--- config.mk ---
export PLATFORM = sky130hd
export DESIGN_NAME = message_ring_fifo
export DESIGN_NICKNAME = d
export VERILOG_FILES = /design/src/rtl/mrf_pkg.sv /design/src/rtl/mrf_ctrl.sv /design/src/rtl/mrf_dp.sv /design/src/rtl/message_ring_fifo.sv
export SDC_FILE = /design/constraint.sdc
export NUM_CORES = 2
export LEC_CHECK = 0
export BUFFER_PORTS_ARGS = -buffer_cell sky130_fd_sc_hd__buf_2
export CAP_MARGIN = 25
export CORE_MARGIN = 2
export CORE_UTILIZATION = 50
export DETAILED_ROUTE_END_ITERATION = 16
export PLACE_DENSITY = 0.63
export SETUP_SLACK_MARGIN = 0.1
export SLEW_MARGIN = 40
export SYNTH_ARGS = -nofsm -noshare
export SYNTH_HDL_FRONTEND = slang
export SYNTH_MEMORY_MAX_BITS = 65536
export SYNTH_SLANG_ARGS = --single-unit
--- constraint.sdc ---
create_clock -name clk -period 4.9 [get_ports clk]
set_input_delay 0.735 -clock clk [delete_from_list [all_inputs] [get_ports clk]]
set_output_delay 0.735 -clock clk [all_outputs]
set_load 0.02 [all_outputs]
--- src/rtl/mrf_pkg.sv ---
// ----------------------------------------------------------------------------
// mrf_pkg
// Shared types, sizes and helpers for the message ring fifo.
// ----------------------------------------------------------------------------
package mrf_pkg;

	localparam int QUEUE_SLOTS = 8;
	localparam int MAX_BYTES   = 64;

	localparam int SLOT_W = $clog2(QUEUE_SLOTS);
	localparam int IDX_W  = (MAX_BYTES > 1) ? $clog2(MAX_BYTES) : 1;
	localparam int ADDR_W = $clog2(QUEUE_SLOTS * MAX_BYTES);

	// field widths of the ports
	localparam int ACT_W  = 2;
	localparam int BYTE_W = 8;
	localparam int LEN_W  = 7;
	localparam int STAT_W = 2;
	localparam int CNT_W  = 4;

	typedef enum logic [ACT_W-1:0] {
		ACT_POST  = 2'd0,
		ACT_PEND  = 2'd1,
		ACT_CLEAR = 2'd2
	} action_t;

	typedef enum logic [STAT_W-1:0] {
		STAT_OK        = 2'd0,
		STAT_FULL      = 2'd1,
		STAT_EMPTY     = 2'd2,
		STAT_TRUNCATED = 2'd3
	} status_t;

	// controller to datapath
	typedef struct packed {
		logic accept;      // input transaction taken
		logic load_status; // single status result goes to the output register
		logic pend_start;  // pop the head message and start reading it
		logic rd_en;       // read the next byte of the popped message
		logic load_byte;   // byte of the popped message goes to the output register
	} mrf_cmd_t;

	// datapath to controller
	typedef struct packed {
		logic empty;
		logic rd_more;
		logic out_last;
	} mrf_stat_t;

	function automatic logic [ADDR_W-1:0] slot_addr(input logic [SLOT_W-1:0] slot,
			input logic [LEN_W-1:0] idx);
		logic [ADDR_W-1:0] base;
		base = ADDR_W'(slot) * ADDR_W'(MAX_BYTES);
		return base + ADDR_W'(idx);
	endfunction

endpackage

--- src/rtl/mrf_ctrl.sv ---
// ----------------------------------------------------------------------------
// mrf_ctrl
// Sequencer: takes transactions, streams popped messages, owns output valid.
// ----------------------------------------------------------------------------
module mrf_ctrl import mrf_pkg::*; (
	input  logic      clk,
	input  logic      arst_n,
	input  logic      in_valid,
	output logic      in_stall,
	input  logic [ACT_W-1:0] action,
	input  logic      last_byte,
	output logic      out_valid,
	input  logic      out_stall,
	output mrf_cmd_t  cmd,
	input  mrf_stat_t st
);

	typedef enum logic [1:0] {
		ST_IDLE = 2'b01,
		ST_PEND = 2'b10
	} state_t;

	state_t state_q, state_d;
	logic   out_valid_q;
	logic   dv_q, dv_d;   // read data register holds an unsent byte
	logic   out_free;
	logic   load_any;

	assign out_free = !out_valid_q || !out_stall;

	always_comb begin
		cmd      = '0;
		state_d  = state_q;
		dv_d     = dv_q;
		in_stall = 1'b1;
		unique case (state_q)
			ST_IDLE: begin
				in_stall   = !out_free;
				cmd.accept = in_valid && out_free;
				if (cmd.accept) begin
					case (action_t'(action))
						ACT_POST: begin
							cmd.load_status = last_byte;
						end
						ACT_PEND: begin
							if (st.empty) begin
								cmd.load_status = 1'b1;
							end else begin
								cmd.pend_start = 1'b1;
								dv_d           = 1'b0;
								state_d        = ST_PEND;
							end
						end
						ACT_CLEAR: begin
							cmd.load_status = 1'b1;
						end
						default: begin
						end
					endcase
				end
			end
			ST_PEND: begin
				cmd.load_byte = dv_q && out_free;
				cmd.rd_en     = st.rd_more && (!dv_q || cmd.load_byte);
				if (cmd.rd_en) begin
					dv_d = 1'b1;
				end else if (cmd.load_byte) begin
					dv_d = 1'b0;
				end
				if (cmd.load_byte && st.out_last) begin
					state_d = ST_IDLE;
				end
			end
			default: begin
				state_d = ST_IDLE;
			end
		endcase
	end

	assign load_any = cmd.load_status || cmd.load_byte;

	always_ff @(posedge clk or negedge arst_n) begin
		if (!arst_n) begin
			state_q     <= ST_IDLE;
			dv_q        <= 1'b0;
			out_valid_q <= 1'b0;
		end else begin
			state_q <= state_d;
			dv_q    <= dv_d;
			if (load_any) begin
				out_valid_q <= 1'b1;
			end else if (!out_stall) begin
				out_valid_q <= 1'b0;
			end
		end
	end

	assign out_valid = out_valid_q;

endmodule

--- src/rtl/mrf_dp.sv ---
// ----------------------------------------------------------------------------
// mrf_dp
// Datapath: message store, slot lengths, ring pointers, post tracking and
// the output register.
// ----------------------------------------------------------------------------
module mrf_dp import mrf_pkg::*; (
	input  logic              clk,
	input  logic              arst_n,
	input  mrf_cmd_t          cmd,
	output mrf_stat_t         st,
	input  logic [ACT_W-1:0]  action,
	input  logic [BYTE_W-1:0] data_byte,
	input  logic              last_byte,
	output logic [BYTE_W-1:0] out_byte,
	output logic              last_of_run,
	output logic [LEN_W-1:0]  message_length,
	output logic [STAT_W-1:0] status,
	output logic [CNT_W-1:0]  queued_count
);

	logic [BYTE_W-1:0] mem [QUEUE_SLOTS*MAX_BYTES];
	logic [LEN_W-1:0]  slot_len_q [QUEUE_SLOTS];

	logic [SLOT_W-1:0] head_q, tail_q, pend_slot_q;
	logic [CNT_W-1:0]  count_q;
	logic [LEN_W-1:0]  wp_q;
	logic              rej_q, trunc_q;
	logic [LEN_W-1:0]  len_q, rd_idx_q;
	logic [IDX_W-1:0]  out_idx_q;
	logic [BYTE_W-1:0] rdata_q;

	logic [BYTE_W-1:0] out_byte_q;
	logic              out_last_q;
	logic [LEN_W-1:0]  out_len_q;
	logic [STAT_W-1:0] out_stat_q;
	logic [CNT_W-1:0]  out_cnt_q;

	logic              first;
	logic              rej_eff, trunc_eff, room;
	logic [SLOT_W:0]   tail_sum;
	logic [SLOT_W-1:0] tail_eff, head_inc;
	logic [LEN_W-1:0]  wp_new;
	logic              is_post, is_pend, is_clear, post_done, mem_we;
	logic [CNT_W-1:0]  count_new;
	logic [LEN_W-1:0]  res_len;
	status_t           res_stat;

	assign is_post  = cmd.accept && (action_t'(action) == ACT_POST);
	assign is_pend  = cmd.accept && (action_t'(action) == ACT_PEND);
	assign is_clear = cmd.accept && (action_t'(action) == ACT_CLEAR);

	// tail of a new post: (head + count) wrapped once
	assign tail_sum = (SLOT_W+1)'(head_q) + (SLOT_W+1)'(count_q);
	always_comb begin
		if (tail_sum >= (SLOT_W+1)'(QUEUE_SLOTS)) begin
			tail_eff = SLOT_W'(tail_sum - (SLOT_W+1)'(QUEUE_SLOTS));
		end else begin
			tail_eff = SLOT_W'(tail_sum);
		end
		if (!first) begin
			tail_eff = tail_q;
		end
	end

	assign head_inc = (head_q == SLOT_W'(QUEUE_SLOTS - 1)) ? '0 : head_q + 1'b1;

	assign first     = (wp_q == '0);
	assign room      = (wp_q < LEN_W'(MAX_BYTES));
	assign rej_eff   = first ? (count_q >= CNT_W'(QUEUE_SLOTS)) : rej_q;
	assign trunc_eff = !first && (trunc_q || !room);
	assign wp_new    = room ? wp_q + 1'b1 : wp_q;
	assign post_done = is_post && last_byte;
	assign mem_we    = is_post && room && !rej_eff;

	always_comb begin
		count_new = count_q;
		res_len   = '0;
		res_stat  = STAT_OK;
		if (is_clear) begin
			count_new = '0;
		end else if (is_pend) begin
			res_stat = STAT_EMPTY;
		end else if (post_done) begin
			res_len = wp_new;
			if (rej_eff) begin
				res_stat = STAT_FULL;
			end else begin
				count_new = count_q + 1'b1;
				res_stat  = trunc_eff ? STAT_TRUNCATED : STAT_OK;
			end
		end
	end

	assign st.empty    = (count_q == '0);
	assign st.rd_more  = (rd_idx_q != len_q);
	assign st.out_last = (LEN_W'(out_idx_q) + 1'b1 == len_q);

	// message store: writes while posting, reads while streaming a pend
	always_ff @(posedge clk) begin
		if (mem_we) begin
			mem[slot_addr(tail_eff, wp_q)] <= data_byte;
		end
		if (cmd.rd_en) begin
			rdata_q <= mem[slot_addr(pend_slot_q, rd_idx_q)];
		end
	end

	always_ff @(posedge clk) begin
		if (post_done && !rej_eff) begin
			slot_len_q[tail_eff] <= wp_new;
		end
	end

	always_ff @(posedge clk or negedge arst_n) begin
		if (!arst_n) begin
			head_q  <= '0;
			count_q <= '0;
			wp_q    <= '0;
			rej_q   <= 1'b0;
			trunc_q <= 1'b0;
			tail_q  <= '0;
		end else begin
			if (is_clear) begin
				head_q  <= '0;
				count_q <= '0;
				wp_q    <= '0;
				rej_q   <= 1'b0;
				trunc_q <= 1'b0;
				tail_q  <= '0;
			end else if (cmd.pend_start) begin
				head_q  <= head_inc;
				count_q <= count_q - 1'b1;
			end else if (is_post) begin
				count_q <= count_new;
				if (last_byte) begin
					wp_q    <= '0;
					rej_q   <= 1'b0;
					trunc_q <= 1'b0;
					tail_q  <= '0;
				end else begin
					wp_q    <= wp_new;
					rej_q   <= rej_eff;
					trunc_q <= trunc_eff;
					tail_q  <= tail_eff;
				end
			end
		end
	end

	// pend streaming counters
	always_ff @(posedge clk) begin
		if (cmd.pend_start) begin
			pend_slot_q <= head_q;
			len_q       <= slot_len_q[head_q];
			rd_idx_q    <= '0;
			out_idx_q   <= '0;
		end else begin
			if (cmd.rd_en) begin
				rd_idx_q <= rd_idx_q + 1'b1;
			end
			if (cmd.load_byte) begin
				out_idx_q <= out_idx_q + 1'b1;
			end
		end
	end

	// output register
	always_ff @(posedge clk) begin
		if (cmd.load_status) begin
			out_byte_q <= '0;
			out_last_q <= 1'b1;
			out_len_q  <= res_len;
			out_stat_q <= res_stat;
			out_cnt_q  <= count_new;
		end else if (cmd.load_byte) begin
			out_byte_q <= rdata_q;
			out_last_q <= st.out_last;
			out_len_q  <= len_q;
			out_stat_q <= STAT_OK;
			out_cnt_q  <= count_q;
		end
	end

	assign out_byte       = out_byte_q;
	assign last_of_run    = out_last_q;
	assign message_length = out_len_q;
	assign status         = out_stat_q;
	assign queued_count   = out_cnt_q;

endmodule

--- src/rtl/message_ring_fifo.sv ---
// ----------------------------------------------------------------------------
// message_ring_fifo
// Ring queue of whole messages with byte-wise post and pend.
// ----------------------------------------------------------------------------
// Input channel (in_valid/in_stall) carries action, data_byte, last_byte.
// A post transaction writes one byte into the tail slot; only the byte
// marked last gives a result (status ok, full or truncated, with length).
// A pend transaction pops the head message and returns one result per byte
// with last_of_run on the final one, or a single empty result. Clear gives
// one result and drops every message and any open post.
// Output channel (out_valid/out_stall) presents results from an output
// register; every result carries the message count after the transaction.
// A status result appears in the cycle after its transaction. A pend pops
// the head message, reads the first byte from the store, then delivers
// one byte per cycle while the receiver does not stall; the input stalls
// until the last byte is in the output register. Posts and clears take
// one transaction per cycle while the output register is free or draining.
// A stalled receiver holds the output register; new transactions wait
// while it is full and not draining. The store is single ported.
// Reset empties the queue and closes any open post; no clearing pass.
// ----------------------------------------------------------------------------
module message_ring_fifo import mrf_pkg::*; (
	input  logic              clk,
	input  logic              arst_n,
	input  logic              in_valid,
	output logic              in_stall,
	input  logic [ACT_W-1:0]  action,
	input  logic [BYTE_W-1:0] data_byte,
	input  logic              last_byte,
	output logic              out_valid,
	input  logic              out_stall,
	output logic [BYTE_W-1:0] out_byte,
	output logic              last_of_run,
	output logic [LEN_W-1:0]  message_length,
	output logic [STAT_W-1:0] status,
	output logic [CNT_W-1:0]  queued_count
);

	mrf_cmd_t  cmd;
	mrf_stat_t st;

	mrf_ctrl u_ctrl (
		.clk       (clk),
		.arst_n    (arst_n),
		.in_valid  (in_valid),
		.in_stall  (in_stall),
		.action    (action),
		.last_byte (last_byte),
		.out_valid (out_valid),
		.out_stall (out_stall),
		.cmd       (cmd),
		.st        (st)
	);

	mrf_dp u_dp (
		.clk            (clk),
		.arst_n         (arst_n),
		.cmd            (cmd),
		.st             (st),
		.action         (action),
		.data_byte      (data_byte),
		.last_byte      (last_byte),
		.out_byte       (out_byte),
		.last_of_run    (last_of_run),
		.message_length (message_length),
		.status         (status),
		.queued_count   (queued_count)
	);

endmodule
Word level (Yosys, flattened, before mapping)
Memory sizes are Yosys's and may differ from the RTL's. A register that Yosys moved wholly into a read port is not among the register bits.
Index checks and enable logic that the tools add are counted.

storage, ports and cells
  register bits = 61
  RAM bits = 4152
  output and inout port bits = 24
  word-level logic and storage cells = 150
  memories kept = 2

memories
  name             words  bits a word  rd ports  clocked after memory_dff  wr ports  RTL line      text
  u_dp.mem         512    8            1         1                         1         mrf_dp.sv:21  logic [BYTE_W-1:0] mem [QUEUE_SLOTS*MAX_BYTES];
  u_dp.slot_len_q  8      7            1         1                         1         mrf_dp.sv:22  logic [LEN_W-1:0] slot_len_q [QUEUE_SLOTS];

cells by class
  add/subtract/negate cells = 11
  magnitude comparators = 3
  eq/ne operators = 14
  muxes and demuxes = 69
  reductions and logical operators = 34

operators by type and width
  operator                                                  number
  2-to-1 mux 7 bit                                          10
  2-to-1 mux 4 bit                                          9
  2-to-1 mux 3 bit                                          10
  2-to-1 mux 2 bit                                          13
  2-to-1 mux 1 bit                                          24
  adder 9 x 7 -> 9 bit                                      2
  adder 7 x 1 -> 7 bit, second input constant               2
  logical AND 1 bit                                         12
  greater-or-equal comparator 4 bit, second input constant  2
  inequality test 2 x 1 -> 1 bit, second input constant     4
  nonzero test 2 bit                                        4
  adder 6 x 1 -> 7 bit, second input constant               1
  == test 7 bit                                             1
  zero test 1 bit                                           7
  zero test 7 bit                                           1
  < comparator 7 bit, second input constant                 1
  inequality test 7 bit                                     1
  adder 6 x 1 -> 6 bit, second input constant               1
  AND reduction 5 bit                                       1
  adder 3 x 4 -> 4 bit                                      1
  adder 4 x 1 -> 4 bit, second input constant               1
  == test 2 x 1 -> 1 bit, second input constant             2
  == test 2 bit, second input constant                      2
  zero test 4 bit                                           1
  14 further kinds                                          18

Logic depth before layout (Yosys ltp)
  word-level depth = 13
  gate-level depth with buffers = 13
  mapped depth without buffers = 11

Cells and area by module
From an unflattened synthesis, not the netlist that was laid out.

second synthesis, totals
  cell total of the unflattened synthesis = 7887
  area, all modules = 164982.0 um^2

modules (own cells, without submodules)
  module    instances  cells an instance  area each (um^2)
  mrf_dp    1          7859               164699.2
  mrf_ctrl  1          28                 282.8

Least setup slack after synthesis
Ideal clock, no wire load.

  path kind = reg2reg
  from = register u_dp.head_q[1]
  to = memory u_dp.mem[374][0], enable pin
  library setup time = 0.370 ns
  arrival = 3.409 ns
  data required time = 4.530 ns
  slack = 1.121 ns
  cell stages (with the launch flop) = 13
  period minus slack after synthesis = 3.779 ns
  cell sequence = dfrtp_1 -> clkbuf_1 -> clkbuf_1 -> inv_1 -> fa_1 -> o21a_1 -> inv_1 -> ha_1 -> xnor2_1 -> buf_2 -> nand4_1 -> clkbuf_1 -> nor2_1

between the ends
  longest elaborated chain between the ends = 5
  elaborated cells between the ends (all ways) = 6
  those cells by class = add/sub: 3; order compare: 1; mux: 2

RTL lines
  item                                                                                   RTL line                    text
  start: declaration                                                                     mrf_dp.sv:24                logic [SLOT_W-1:0] head_q, tail_q, pend_slot_q;
  start signal: assignment                                                               mrf_dp.sv:131               head_q <= head_inc;
  adder 3 x 4 -> 4 bit *                                                                 mrf_dp.sv:53                assign tail_sum = (SLOT_W+1)'(head_q) + (SLOT_W+1)'(count_q);
  greater-or-equal comparator 4 bit / subtractor 3 x 1 -> 3 bit (equally long branches)  mrf_dp.sv:55, mrf_dp.sv:56
  2-to-1 mux 3 bit *                                                                     mrf_dp.sv:55                if (tail_sum >= (SLOT_W+1)'(QUEUE_SLOTS)) begin
  2-to-1 mux 3 bit *                                                                     mrf_dp.sv:60                if (!first) begin
  adder 9 x 7 -> 9 bit *                                                                 mrf_pkg.sv:54               return base + ADDR_W'(idx);
  end: declaration                                                                       mrf_dp.sv:21

Every way passes the cells marked *; elsewhere a longest branch is shown, timed or not.

Worst setup path after layout
  from = register u_dp.wp_q[0]
  to = memory u_dp.mem[459][0], enable pin

between the ends
  longest elaborated chain between the ends = 6
  elaborated cells between the ends (all ways) = 10
  those cells by class = add/sub: 1; order compare: 1; mux: 4; reduce/logical: 4

RTL lines
  item                                                          RTL line       text
  start: declaration                                            mrf_dp.sv:26   logic [LEN_W-1:0] wp_q;
  start signal: assignment                                      mrf_dp.sv:141  wp_q <= wp_new;
  branches (longest 6 deep; another with adder 9 x 7 -> 9 bit)  -

Parallel ways; which one is timed is not known.

==> flow_metrics.env <==
export IMPL_p_per_area_nw_per_um2=478
export IMPL_fin_tns_setup_ns=0
export IMPL_cts_sinks=4228
export IMPL_drive_above_1_share_pct=26.2
export IMPL_io_buffers=38
export IMPL_die_y_um=580
export IMPL_drtIter0Drc=13600
export IMPL_grt_pass1_vias=84500
export IMPL_cts_root_buf="clkbuf_16"
export IMPL_grt_ovfl_total=0
export IMPL_critPathKind="flip-flop to flip-flop"
export IMPL_pwr_share_seq_pct=44.7
export IMPL_place_ws_ns=0.198
export IMPL_crit_required_ns=5.47
export IMPL_synth_seq_cells=4228
export IMPL_share_comb_of_total_power_pct=19.5
export IMPL_area_delta_synth_final_pct=13.3
export IMPL_drt_wirelength_per_cell_um=36.2
export IMPL_rsz0062_at_grt="yes"
export IMPL_tightest_slew_ns=0.960
export IMPL_track_usage_pct=28.3
export IMPL_power_mw=89.8
export IMPL_rr_worst_depth=11
export IMPL_slew_violations=0
export IMPL_cts_buffers=418
export IMPL_p_leak_nw=57.9
export IMPL_dr_total_vias=85600
export IMPL_place_congestion=0.887
export IMPL_clk_pin_slew_ns=0.06
export IMPL_avgSynthCellArea_um2=21.1
export IMPL_vias_per_cell=6.54
export IMPL_min_path_type="input pin to flip-flop"
export IMPL_hold_ws_ns=0.134
export IMPL_drc=0
export IMPL_synth_distinct_cells=97
export IMPL_fmax_mhz=210
export IMPL_internal_power_mw=65.5
export IMPL_cts_buffer_depth=4
export IMPL_ys_seq_area_share_pct=76.4
export IMPL_num_rows=211
export IMPL_switchingPower_mw=24.3
export IMPL_endpoint_kind="flip-flop"
export IMPL_finalClockSkew_ns=0.0609
export IMPL_p_clk_share_pct=35.8
export IMPL_dr_pass1_iters=7
export IMPL_arrival_ns=5.34
export IMPL_finalHoldViolCount=0
export IMPL_finalSetupViolCount=0
export IMPL_core_area_um2=330000
export IMPL_netSwitchingFraction_pct=27.1
export IMPL_post_cts_buffers=0
export IMPL_synthCells=7839
export IMPL_clock_latency_ns=0.98
export IMPL_start_util_pct=50.2
export IMPL_routed_wl_mm=474
export IMPL_slew_headroom_pct=35.2
export IMPL_syn_area_um2=166000
export IMPL_whs_path_depth=1
export IMPL_async_flop_share_pct=0.544
export IMPL_cp_start_kind="flip-flop"
export IMPL_ys_warn_count=0
export IMPL_post_route_period_util_pct=97.3
export IMPL_synth_edf_count=4183
export IMPL_cp_max_fo=16
export IMPL_die_w_um=580
export IMPL_ant_nets=0
export IMPL_grt_first_pass_wirelength_mm=662
export IMPL_cts_tree="yes"
export IMPL_nets=8397
export IMPL_min_period_ns=4.77
export IMPL_dpl_hpwl_mm=293
export IMPL_drv_cap=0
export IMPL_ctsHtreeMaxLevel=5
export IMPL_status="finished clean"
export IMPL_ir_drop_mv=0.364
export IMPL_dieArea_um2=336000
export IMPL_antenna_found_initial=36
export IMPL_synth_flop_cell="edfxtp_1"
export IMPL_grt_max_degree=125
export IMPL_worst_slack_ns=0.134
export IMPL_postSynthNetCount=7870
export IMPL_io_pins=39
-- metal layers --
layer	part of all wire (%)	track usage (%)	wire length, µm
met4	4.6	11.4	21600
met1	38	39.9	181000
met3	11	6.31	52600
met2	46	43.2	219000
met5	0.036	0	170
-- per-stage QoR --
step                      std cells  utilization, %  cell area (µm²)
after floorplan                7839               -           166000
after global placement        12300            52.6           174000
after detailed placement      12300            52.7           174000
after CTS                     13100            56.8           188000
after global routing          13100            56.9           188000
final                         13100            56.9           188000
-- final timing paths --
| check | from | to | slack, ns |
|---|---|---|---|
| hold / removal | data_byte[4] | u_dp.mem[332][4] | 0.13 |
| setup reg to reg | u_dp.wp_q[0] | u_dp.mem[459][0] | 0.13 |
| setup / recovery | u_dp.wp_q[0] | u_dp.mem[459][0] | 0.13 |
| hold reg to reg | u_dp.out_byte[0] | u_dp.out_byte[0] | 0.46 |
| min in group asynchronous | arst_n | u_dp.count_q[1] | 0.31 |
| max in group asynchronous | arst_n | u_dp.wp_q[3] | 4.18 |
-- cell usage in the layout, fill, tap and decap left out, drive strengths merged, types with 14 or more instances in the layout --
| cell | Yosys | layout |
|---|---|---|
| a2111oi | 14 | 14 |
| a211oi | 31 | 31 |
| a21oi | 149 | 149 |
| a221oi | 67 | 67 |
| a22o | 15 | 15 |
| a22oi | 103 | 103 |
| a31oi | 15 | 15 |
| buf | 319 | 597 |
| bufinv | 0 | 44 |
| clkbuf | 163 | 505 |
| clkinv | 3 | 187 |
| clkinvlp | 0 | 25 |
| dfrtp | 22 | 22 |
| dfxtp | 22 | 22 |
| diode | 0 | 15 |
| edfxtp | 4183 | 4183 |
| ha | 15 | 15 |
| inv | 25 | 36 |
| mux2 | 29 | 29 |
| mux2i | 326 | 326 |
| mux4 | 977 | 977 |
| nand2 | 207 | 207 |
| nand3 | 52 | 52 |
| nand4 | 21 | 21 |
| nor2 | 584 | 584 |
| nor2b | 20 | 20 |
| nor3 | 27 | 27 |
| o211ai | 19 | 19 |
| o21ai | 110 | 110 |
| o221ai | 55 | 55 |
| o22ai | 34 | 34 |
| xnor2 | 20 | 20 |
| xor2 | 18 | 18 |
-- power by group through the flow --
stage	Combinational [mW]	Clock, mW	Sequential, mW
floorplan	11.2	0	40.7
global placement	17.3	0	40.9
detailed placement	17.4	0	40.9
CTS	17.4	32.4	40.1
global route	18.2	33.8	40.1
finish	17.5	32.1	40.1
-- synth_stat cells (all sizes together) (55+ instances only) --
cell,count,area [µm²]
nand2,207,777
buf,319,2560
a221oi,67,612
a21oi,149,746
a22oi,103,773
o221ai,55,482
nor2,584,2200
mux2i,326,3280
clkbuf,163,671
mux4,977,22200
edfxtp,4183,126000
o21ai,110,551
-- worst max-delay path, stage by stage (launching register included) --
cell,delay [ns]
dfrtp_1,0.44
inv_1,0.15
ha_1,0.24
nand4b_4,0.19
mux2i_1,0.28
inv_1,0.16
ha_1,0.26
ha_1,0.32
xor2_2,0.23
nor2_1,0.60
nand2_1,0.70
nor2_1,0.78
-- state kept, by name, summed over array words and instances (netlist names), 6 cells and up --
register,flops
u_dp.rdata_q,8
u_dp.out_idx_q,6
u_dp.message_length,7
u_dp.rd_idx_q,7
u_dp.out_byte,8
u_dp.len_q,7
u_dp.mem,4096
u_dp.slot_len_q,56
u_dp.wp_q,7
-- kinds of logic after synthesis --
logic type | synth area share (%)
AO/OA/AOI/OAI | 3.03
XOR/XNOR | 0.210
adder cells (fa/ha/maj) | 0.125
buffers and inverters | 2.06
flip-flops | 76.4
multiplexers | 15.6
AND/OR/NAND/NOR | 2.56
-- final cells by class --
type,count,area (µm²)
Antenna cell,15,37.5
Clock buffer,505,11000
Clock inverter,264,2740
Fill cell,24000,142000
Inverter,28,121
Multi-Input combinational cell,3092,36000
Sequential cell,4228,127000
Tap cell,4366,5460
Timing Repair Buffer,598,5700
-- what timing repair did --
action | in CTS | in global routing
hold endpoints to repair | 22 | 0
endpoints found under the setup margin | 0 | 169
gates resized for setup | 0 | 7
hold buffers | 1 | 0
Power figures use the tool's default switching activity.
